<file path="src/abas_pkg.sv">
`timescale 1ns / 1ps
// ----------------------------------------------------------------------------
// abas_pkg
// Shared widths, limits and control types of the block-average smoother.
// ----------------------------------------------------------------------------
package abas_pkg;

  // field widths
  localparam int SAMPLE_W = 10;
  localparam int ACC_W    = 15;
  localparam int AVG_W    = 10;
  localparam int MUX_W    = 3;

  // smoothing history: three previous results per channel, packed in one row
  localparam int HIST_DEPTH = 3;
  localparam int HIST_W     = HIST_DEPTH * AVG_W;

  // visible average fields on the result beat
  localparam int OUT_CH = 4;

  // stream data widths, padded to whole bytes
  localparam int IN_TDATA_W  = 16;
  localparam int OUT_TDATA_W = 48;
  localparam int OUT_PAD_W   = OUT_TDATA_W - MUX_W - OUT_CH * AVG_W;

  // mux input wired to the reference pin, skipped by the channel sequence
  localparam int SKIPPED_MUX = 3;

  // saturation limits
  localparam logic [ACC_W-1:0] ACC_MAX = '1;
  localparam logic [AVG_W-1:0] AVG_MAX = '1;

  // per-beat control into the update datapath
  typedef struct packed {
    logic last_round;  // beat belongs to the last round of a block
    logic smooth;      // channel runs through the smoothing filter
  } calc_ctl_t;

endpackage

</file>
<file path="src/abas_ram.sv">
`timescale 1ns / 1ps
// ----------------------------------------------------------------------------
// abas_ram
// Generic single-write, single-read synchronous RAM with registered read.
// ----------------------------------------------------------------------------
module abas_ram #(
  parameter int WIDTH = 16,
  parameter int DEPTH = 4
) (
  input  logic                     clk_i,
  input  logic                     we_i,
  input  logic [$clog2(DEPTH)-1:0] waddr_i,
  input  logic [WIDTH-1:0]         wdata_i,
  input  logic                     re_i,
  input  logic [$clog2(DEPTH)-1:0] raddr_i,
  output logic [WIDTH-1:0]         rdata_o
);

  logic [WIDTH-1:0] mem_q [DEPTH];
  logic [WIDTH-1:0] rdata_q;

  // write port
  always_ff @(posedge clk_i) begin
    if (we_i) begin
      mem_q[waddr_i] <= wdata_i;
    end
  end

  // registered read port, holds while idle
  always_ff @(posedge clk_i) begin
    if (re_i) begin
      rdata_q <= mem_q[raddr_i];
    end
  end

  assign rdata_o = rdata_q;

endmodule

</file>
<file path="src/abas_calc.sv">
`timescale 1ns / 1ps
// ----------------------------------------------------------------------------
// abas_calc
// Accumulate, block divide by a constant and four-point smoothing for one beat.
// ----------------------------------------------------------------------------
module abas_calc #(
  parameter int ROUNDS_PER_BLOCK = 25
) (
  input  logic [abas_pkg::SAMPLE_W-1:0] sample_i,
  input  logic [abas_pkg::ACC_W-1:0]    acc_i,
  input  logic [abas_pkg::HIST_W-1:0]   hist_i,
  input  abas_pkg::calc_ctl_t           ctl_i,
  output logic [abas_pkg::ACC_W-1:0]    acc_o,
  output logic [abas_pkg::HIST_W-1:0]   hist_o,
  output logic [abas_pkg::AVG_W-1:0]    avg_o
);

  // reciprocal for exact truncating division of any ACC_W-bit value
  localparam int RCP_SH = abas_pkg::ACC_W + $clog2(ROUNDS_PER_BLOCK);
  localparam int RCP_W  = abas_pkg::ACC_W + 1;
  localparam int PROD_W = abas_pkg::ACC_W + RCP_W;
  localparam logic [RCP_W-1:0] RCP_M =
    RCP_W'(((longint'(1) << RCP_SH) + longint'(ROUNDS_PER_BLOCK) - 1) /
           longint'(ROUNDS_PER_BLOCK));

  logic [abas_pkg::ACC_W:0]   acc_sum;
  logic [abas_pkg::ACC_W-1:0] acc_sat;
  logic [PROD_W-1:0]          prod;
  logic [abas_pkg::ACC_W-1:0] quo;
  logic [abas_pkg::AVG_W-1:0] blk_avg;
  logic [abas_pkg::AVG_W-1:0] h0, h1, h2;
  logic [abas_pkg::AVG_W+1:0] sm_sum;
  logic [abas_pkg::AVG_W-1:0] sm_avg;

  // saturating accumulate
  always_comb begin
    acc_sum = {1'b0, acc_i} + (abas_pkg::ACC_W + 1)'(sample_i);
    acc_sat = (acc_sum > {1'b0, abas_pkg::ACC_MAX}) ? abas_pkg::ACC_MAX
                                                    : acc_sum[abas_pkg::ACC_W-1:0];
  end

  // block average by reciprocal multiply, clamped to the average range
  always_comb begin
    prod    = PROD_W'(acc_sat) * PROD_W'(RCP_M);
    quo     = abas_pkg::ACC_W'(prod >> RCP_SH);
    blk_avg = (quo > abas_pkg::ACC_W'(abas_pkg::AVG_MAX)) ? abas_pkg::AVG_MAX
                                                          : quo[abas_pkg::AVG_W-1:0];
  end

  // four-point moving average over the new value and three previous results
  always_comb begin
    h0     = hist_i[abas_pkg::AVG_W-1:0];
    h1     = hist_i[2*abas_pkg::AVG_W-1:abas_pkg::AVG_W];
    h2     = hist_i[3*abas_pkg::AVG_W-1:2*abas_pkg::AVG_W];
    sm_sum = (abas_pkg::AVG_W + 2)'(blk_avg) + (abas_pkg::AVG_W + 2)'(h0) +
             (abas_pkg::AVG_W + 2)'(h1) + (abas_pkg::AVG_W + 2)'(h2);
    sm_avg = sm_sum[abas_pkg::AVG_W+1:2];
  end

  // write-back values: accumulator clears at the end of a block
  assign acc_o  = ctl_i.last_round ? '0 : acc_sat;
  assign hist_o = {h1, h0, sm_avg};
  assign avg_o  = ctl_i.smooth ? sm_avg : blk_avg;

endmodule

</file>
<file path="src/adc_block_average_smoother_top.sv">
`timescale 1ns / 1ps
// path: a sample beat passes the stage 1 register and then the result register
// throughput: one sample per cycle while the result side is not stalled, set by the
//   accumulator memory read in the accept cycle and its write-back as the beat leaves stage 1
// reset: accumulators and history read as zero through per-entry valid bits
//   cleared at once; averages, channel sequence and round count restart at 0
// ----------------------------------------------------------------------------
// adc_block_average_smoother_top
// Round-robin block averager over converter channels with 4-point smoothing on the first SMOOTHED_CHANNELS.
// ----------------------------------------------------------------------------
module adc_block_average_smoother_top #(
  parameter int ROUNDS_PER_BLOCK  = 25,
  parameter int NUM_CHANNELS      = 4,
  parameter int SMOOTHED_CHANNELS = 3
) (
  input  logic                               clk_i,
  input  logic                               rst_ni,
  input  logic                               s_axis_tvalid,
  output logic                               s_axis_tready,
  // [9:0] sample
  input  logic [abas_pkg::IN_TDATA_W-1:0]    s_axis_tdata,
  output logic                               m_axis_tvalid,
  input  logic                               m_axis_tready,
  // [2:0] next_mux_channel, [12:3] average_ch0, [22:13] average_ch1,
  // [32:23] average_ch2, [42:33] average_ch3
  output logic [abas_pkg::OUT_TDATA_W-1:0]   m_axis_tdata,
  // [0] averages_updated
  output logic                               m_axis_tuser
);

  localparam int CH_W  = $clog2(NUM_CHANNELS);
  localparam int RND_W = $clog2(ROUNDS_PER_BLOCK + 1);
  localparam logic [CH_W-1:0]  LAST_CH  = CH_W'(NUM_CHANNELS - 1);
  localparam logic [RND_W-1:0] LAST_RND = RND_W'(ROUNDS_PER_BLOCK - 1);
  localparam logic [CH_W:0]    SMOOTH_LIM =
    (CH_W + 1)'((SMOOTHED_CHANNELS > NUM_CHANNELS) ? NUM_CHANNELS : SMOOTHED_CHANNELS);

  typedef struct packed {
    logic [CH_W-1:0]               ch;
    logic [abas_pkg::SAMPLE_W-1:0] sample;
    logic                          last_round;
    logic                          done;
    logic [abas_pkg::MUX_W-1:0]    mux;
    logic                          acc_ok;
    logic                          hist_ok;
  } s1_t;

  logic                          in_acc;
  logic                          s1_adv;
  logic [CH_W-1:0]               cur_ch_q, cur_ch_d;
  logic [RND_W-1:0]              rnd_q, rnd_d;
  logic [CH_W-1:0]               nxt_ch;
  logic [3:0]                    mux_ext;
  logic                          s1_vld_q, s1_vld_d;
  s1_t                           s1_q, s1_d;
  logic [NUM_CHANNELS-1:0]       acc_vld_q, acc_vld_d;
  logic [NUM_CHANNELS-1:0]       hist_vld_q, hist_vld_d;
  logic [abas_pkg::ACC_W-1:0]    acc_rdata, acc_rd, acc_wr;
  logic [abas_pkg::HIST_W-1:0]   hist_rdata, hist_rd, hist_wr;
  logic                          acc_we, hist_we;
  abas_pkg::calc_ctl_t           calc_ctl;
  logic [abas_pkg::AVG_W-1:0]    new_avg;
  logic [abas_pkg::AVG_W-1:0]    latest_q [abas_pkg::OUT_CH];
  logic [abas_pkg::AVG_W-1:0]    latest_d [abas_pkg::OUT_CH];
  logic [abas_pkg::AVG_W-1:0]    pend_q   [abas_pkg::OUT_CH];
  logic [abas_pkg::AVG_W-1:0]    pend_d   [abas_pkg::OUT_CH];
  logic [3:0]                    s1_ch_ext;
  logic                          out_vld_q, out_vld_d;
  logic [abas_pkg::OUT_TDATA_W-1:0] out_data_q, out_data_d;
  logic                          out_user_q, out_user_d;

  // handshake: stage 1 moves on whenever the result register can take it
  assign s1_adv        = s1_vld_q & (~out_vld_q | m_axis_tready);
  assign s_axis_tready = ~s1_vld_q | s1_adv;
  assign in_acc        = s_axis_tvalid & s_axis_tready;

  // channel sequence and next mux input, skipping the reference pin
  always_comb begin
    nxt_ch  = (cur_ch_q == LAST_CH) ? '0 : cur_ch_q + 1'b1;
    mux_ext = 4'(nxt_ch);
    if (mux_ext >= 4'(abas_pkg::SKIPPED_MUX)) begin
      mux_ext = mux_ext + 4'd1;
    end
  end

  // sequence and round counters
  always_comb begin
    cur_ch_d = cur_ch_q;
    rnd_d    = rnd_q;
    if (in_acc) begin
      cur_ch_d = nxt_ch;
      if (cur_ch_q == LAST_CH) begin
        rnd_d = (rnd_q == LAST_RND) ? '0 : rnd_q + 1'b1;
      end
    end
  end

  // stage 1 register: beat waits here for the memory read data
  always_comb begin
    s1_vld_d = s1_vld_q;
    s1_d     = s1_q;
    if (s1_adv) begin
      s1_vld_d = 1'b0;
    end
    if (in_acc) begin
      s1_vld_d          = 1'b1;
      s1_d.ch           = cur_ch_q;
      s1_d.sample       = s_axis_tdata[abas_pkg::SAMPLE_W-1:0];
      s1_d.last_round   = (rnd_q == LAST_RND);
      s1_d.done         = (rnd_q == LAST_RND) && (cur_ch_q == LAST_CH);
      s1_d.mux          = mux_ext[abas_pkg::MUX_W-1:0];
      s1_d.acc_ok       = acc_vld_q[cur_ch_q];
      s1_d.hist_ok      = hist_vld_q[cur_ch_q];
    end
  end

  // state memories; same-channel accesses are at least two beats apart
  abas_ram #(
    .WIDTH (abas_pkg::ACC_W),
    .DEPTH (NUM_CHANNELS)
  ) u_acc_ram (
    .clk_i   (clk_i),
    .we_i    (acc_we),
    .waddr_i (s1_q.ch),
    .wdata_i (acc_wr),
    .re_i    (in_acc),
    .raddr_i (cur_ch_q),
    .rdata_o (acc_rdata)
  );

  abas_ram #(
    .WIDTH (abas_pkg::HIST_W),
    .DEPTH (NUM_CHANNELS)
  ) u_hist_ram (
    .clk_i   (clk_i),
    .we_i    (hist_we),
    .waddr_i (s1_q.ch),
    .wdata_i (hist_wr),
    .re_i    (in_acc),
    .raddr_i (cur_ch_q),
    .rdata_o (hist_rdata)
  );

  // entries never written since reset read as zero
  assign acc_rd  = s1_q.acc_ok  ? acc_rdata  : '0;
  assign hist_rd = s1_q.hist_ok ? hist_rdata : '0;

  assign calc_ctl.last_round = s1_q.last_round;
  assign calc_ctl.smooth     = ({1'b0, s1_q.ch} < SMOOTH_LIM);

  abas_calc #(
    .ROUNDS_PER_BLOCK (ROUNDS_PER_BLOCK)
  ) u_calc (
    .sample_i (s1_q.sample),
    .acc_i    (acc_rd),
    .hist_i   (hist_rd),
    .ctl_i    (calc_ctl),
    .acc_o    (acc_wr),
    .hist_o   (hist_wr),
    .avg_o    (new_avg)
  );

  // write-back and entry valid bits
  assign acc_we  = s1_adv;
  assign hist_we = s1_adv & s1_q.last_round & calc_ctl.smooth;

  always_comb begin
    acc_vld_d  = acc_vld_q;
    hist_vld_d = hist_vld_q;
    if (acc_we) begin
      acc_vld_d[s1_q.ch] = 1'b1;
    end
    if (hist_we) begin
      hist_vld_d[s1_q.ch] = 1'b1;
    end
  end

  // stage new averages per channel, publish all of them on the block's last beat
  assign s1_ch_ext = 4'(s1_q.ch);

  always_comb begin
    latest_d = latest_q;
    pend_d   = pend_q;
    if (s1_adv && s1_q.last_round) begin
      for (int i = 0; i < abas_pkg::OUT_CH; i++) begin
        if (s1_q.done && (i < NUM_CHANNELS)) begin
          latest_d[i] = pend_q[i];
        end
        if (s1_ch_ext == 4'(i)) begin
          pend_d[i] = new_avg;
          if (s1_q.done) begin
            latest_d[i] = new_avg;
          end
        end
      end
    end
  end

  // result register
  always_comb begin
    out_vld_d  = out_vld_q;
    out_data_d = out_data_q;
    out_user_d = out_user_q;
    if (m_axis_tready) begin
      out_vld_d = 1'b0;
    end
    if (s1_adv) begin
      out_vld_d  = 1'b1;
      out_user_d = s1_q.done;
      out_data_d = {{abas_pkg::OUT_PAD_W{1'b0}}, latest_d[3], latest_d[2],
                    latest_d[1], latest_d[0], s1_q.mux};
    end
  end

  // control and state registers
  always_ff @(posedge clk_i or negedge rst_ni) begin
    if (!rst_ni) begin
      cur_ch_q   <= '0;
      rnd_q      <= '0;
      s1_vld_q   <= 1'b0;
      acc_vld_q  <= '0;
      hist_vld_q <= '0;
      out_vld_q  <= 1'b0;
      for (int i = 0; i < abas_pkg::OUT_CH; i++) begin
        latest_q[i] <= '0;
        pend_q[i]   <= '0;
      end
    end else begin
      cur_ch_q   <= cur_ch_d;
      rnd_q      <= rnd_d;
      s1_vld_q   <= s1_vld_d;
      acc_vld_q  <= acc_vld_d;
      hist_vld_q <= hist_vld_d;
      out_vld_q  <= out_vld_d;
      latest_q   <= latest_d;
      pend_q     <= pend_d;
    end
  end

  // payload registers
  always_ff @(posedge clk_i) begin
    s1_q       <= s1_d;
    out_data_q <= out_data_d;
    out_user_q <= out_user_d;
  end

  assign m_axis_tvalid = out_vld_q;
  assign m_axis_tdata  = out_data_q;
  assign m_axis_tuser  = out_user_q;

`ifndef SYNTHESIS
  // a completed block always leaves the sequence at channel 0
  a_done_wraps: assert property (@(posedge clk_i) disable iff (!rst_ni)
    m_axis_tvalid && m_axis_tuser |-> m_axis_tdata[abas_pkg::MUX_W-1:0] == '0)
    else $error("block completion with nonzero next mux channel");

  // a write-back never collides with a read of the same entry
  a_no_overlap: assert property (@(posedge clk_i) disable iff (!rst_ni)
    acc_we && in_acc |-> s1_q.ch != cur_ch_q)
    else $error("accumulator read and write-back hit the same entry");

  // a stalled beat keeps its stage 1 contents, the read data depends on it
  a_s1_hold: assert property (@(posedge clk_i) disable iff (!rst_ni)
    s1_vld_q && !s1_adv |=> s1_vld_q && $stable(s1_q))
    else $error("stage 1 beat changed while stalled");

  // the sequence counter stays within the channel range
  a_ch_range: assert property (@(posedge clk_i) disable iff (!rst_ni)
    cur_ch_q <= LAST_CH)
    else $error("channel counter out of range");
`endif

endmodule

</file>
<file path="config.mk">
export PLATFORM = sky130hd
export DESIGN_NAME = adc_block_average_smoother_top
export DESIGN_NICKNAME = d
export VERILOG_FILES = /design/src/abas_pkg.sv /design/src/abas_ram.sv /design/src/abas_calc.sv /design/src/adc_block_average_smoother_top.sv
export SDC_FILE = /design/constraint.sdc
export NUM_CORES = 1
export LEC_CHECK = 0
export BUFFER_PORTS_ARGS = -buffer_cell sky130_fd_sc_hd__buf_4
export CAP_MARGIN = 10
export CORE_ASPECT_RATIO = 2
export CORE_UTILIZATION = 30
export CTS_CLUSTER_SIZE = 40
export DETAILED_ROUTE_END_ITERATION = 6
export SETUP_SLACK_MARGIN = 0.3
export SLEW_MARGIN = 20
export SYNTH_ARGS = -nofsm -noshare
export SYNTH_HDL_FRONTEND = slang
export SYNTH_SLANG_ARGS = --single-unit
</file>
<file path="constraint.sdc">
create_clock -name clk_i -period 15.95 [get_ports clk_i]
set_input_delay 3.19 -clock clk_i [delete_from_list [all_inputs] [get_ports clk_i]]
set_output_delay 3.19 -clock clk_i [all_outputs]
set_load 0.01 [all_outputs]
</file>
==> metrics.txt <==
post-CTS setup buffers 0; Syn Area/Cell 13.10 µm²; number of fill cells in the layout 6555; area of the multi-input gates 8265 µm²; fin area 22950 µm²; Synth async-reset ratio 25.19%; chip width 184.9 µm; critical path class flop to flop; Worst-path clk slew 60 ps; top-area cell type share of the netlist area 43.08%; cts hold-fix bufs 0; worst-case reg-to-reg path depth 41; post-layout min period 12410 ps; initial DRC count 696; Setup-failing EPs final 0; Die ar. 68010 µm²; Top cell by count, worst path inv_1; Slew Limit Headroom 23.64%; residual DRC count 0; nets 1853; vias 12028; met3 WL 1.318 mm; Clk Latency, worst-skew pair 560 ps; Synth top cells by count 288 x edfxtp_1, 169 x inv_1, 134 x nand2_1; number of max-cap violations 0; gr usage total 13.84%; RSZ-0062 raised after global routing false; area leader, netlist edfxtp_1; metal2 WL 26.18 mm; Cell Rows 133; Post-DRT Antenna Nets 0; core area 65900 µm²; clk sink count 385; largest net degree at the start of global routing 70; max layer used met4; clk_skew 30.29 ps; Avg WL per Cell 17.95 µm; initial antenna violation count 1; worst hold stages 0; crit path max-delay cell type nor3_1; DR vias/cell 4.741; crit-path max FO 20; Root Driver clkbuf_16; HPWL after DPL 32.47 mm; post-cts sizing count 0; ys flop type edfxtp_1; fmax 80.61 MHz; placement-stage cell area 21660 µm²; CTS tree built; max incr delay on CP 630 ps; largest cells by area after synthesis edfxtp_1 43%, dfrtp_1 12%, ha_1 8.3%; Clock Path Buffers 3; GR Overflow Total 0; synthesized flop and latch total 385; Max Slew Vio Count 0; Fin Setup TNS 0 ps; Netlist Area Pre-Place 20070 µm²; Starting Density 30.46%; FF+latch area 11080 µm²; Metal-1 WL 15.88 mm; CP endpoint kind flop; Distinct cells, synth 81; first-pass GRT wire length 72.08 mm; Synth-to-Final Area Change 14.32%; Die Y 367.8 µm; Crit path arrival time 12670 ps; number of flops mapped to enable cells by yosys 288; CP Launch Type flop; Initial DRT Pass Iterations 5; Ports 71; CP Data Required Time 16220 ps; Routed Wire Length 45.55 mm; Port Buffers 59; Tightest Hold Check Type flop to flop; clock buffer count from CTS 39; sequential share of the synthesized area 55.17%; layout cell share with drive strength beyond 1 14.04%; Yosys warnings 0; slew at the pin with the worst max-slew slack 1137 ps; Mapped Cells 1532; htree depth 2; top-count cell post-synth edfxtp_1; Final Hold Vio Count 0; run status finished clean; Routability Congestion 0.8855; Tcrit/Tclk final 77.78%; via count of the first global-routing pass 12898
## critical path, delay by kind of cell, from the launching register on
family	cells	cell delay, ps
and+or+nand+nor	6	1340
xor gates and xnor gates	2	760
AOI/OAI and AO/OA	15	4150
adders and majority gates	10	4270
buffers and inverters	8	960
DFF	1	600
## state kept, by name, summed over array words and instances (netlist names)
register            flops
m_axis_tuser            1
u_acc_ram.mem_q        60
u_hist_ram.mem_q      120
latest_q               40
rnd_q                   5
m_axis_tvalid           1
hist_vld_q              4
u_hist_ram.rdata_o     30
cur_ch_q                2
u_acc_ram.rdata_o      15
s1_q                   16
s1_vld_q                1
calc_ctl                1
pend_q                 40
m_axis_tdata           43
acc_vld_q               4
s1_ch_ext               2
## placed cells by master, fill, tap and decap left out, drive strengths merged, types with 22 or more instances in the layout
cell,instances
clkbuf,52
o21ai,82
a21oi,63
xnor2,24
buf,77
nor2,83
and3,22
fa,72
edfxtp,288
a21o,24
ha,133
conb,35
dfrtp,97
and2,29
nand2,134
inv,172
mux4,47
## metal layers
| metal | up-vias | GRT usage [%] |
|---|---|---|
| met4 | 0 | 7.041 |
| li1 | 5596 | - |
| met3 | 94 | 1.642 |
| met5 | - | 0 |
| met2 | 235 | 26.89 |
| met1 | 6103 | 14.13 |
## metrics by stage
stage	utilization [%]	std cells	setup WS, ps	hold slack [ps]
floorplan	-	1566	5731	400.3
global placement	32.87	2464	3423	361.0
detailed placement	32.87	2464	3451	374.8
CTS	34.82	2536	3414	394.1
global route	34.82	2537	2686	405.0
finish	34.82	2537	3544	389.8
## final timing paths
path	start	end	slack (ps)
min	hist_vld_q[3]	hist_vld_q[3]	390
min in group asynchronous	rst_ni	m_axis_tvalid	2610
max reg2reg	s1_q[1]	m_axis_tdata[30]	3540
max	s1_q[1]	m_axis_tdata[30]	3540
min reg2reg	hist_vld_q[3]	hist_vld_q[3]	390
max in group asynchronous	rst_ni	cur_ch_q[0]	12080
## logic make-up after synthesis
| kind of cell | synth area share (%) |
|---|---|
| flip-flops | 55.17 |
| AND/OR/NAND/NOR | 8.545 |
| AO/OA/AOI/OAI | 7.872 |
| buffers and inverters | 4.363 |
| adder cells (fa/ha/maj) | 15.57 |
| multiplexers | 6.457 |
| XOR/XNOR | 2.001 |
| other | 0.01868 |
## area by class of cell
cell class / instances / share of cell area (%)
flip-flops and latches: 385 / 48.29
multi-input cells: 955 / 36.02
well taps: 877 / 4.782
clock buffers: 52 / 4.733
inverters: 170 / 2.781
repair buffers: 77 / 2.519
clock inverters: 20 / 0.8724
diodes: 1 / 0.01090
Power is not shown: default switching activity piles up to over one toggle a cycle in this logic, so the estimate is an artifact.
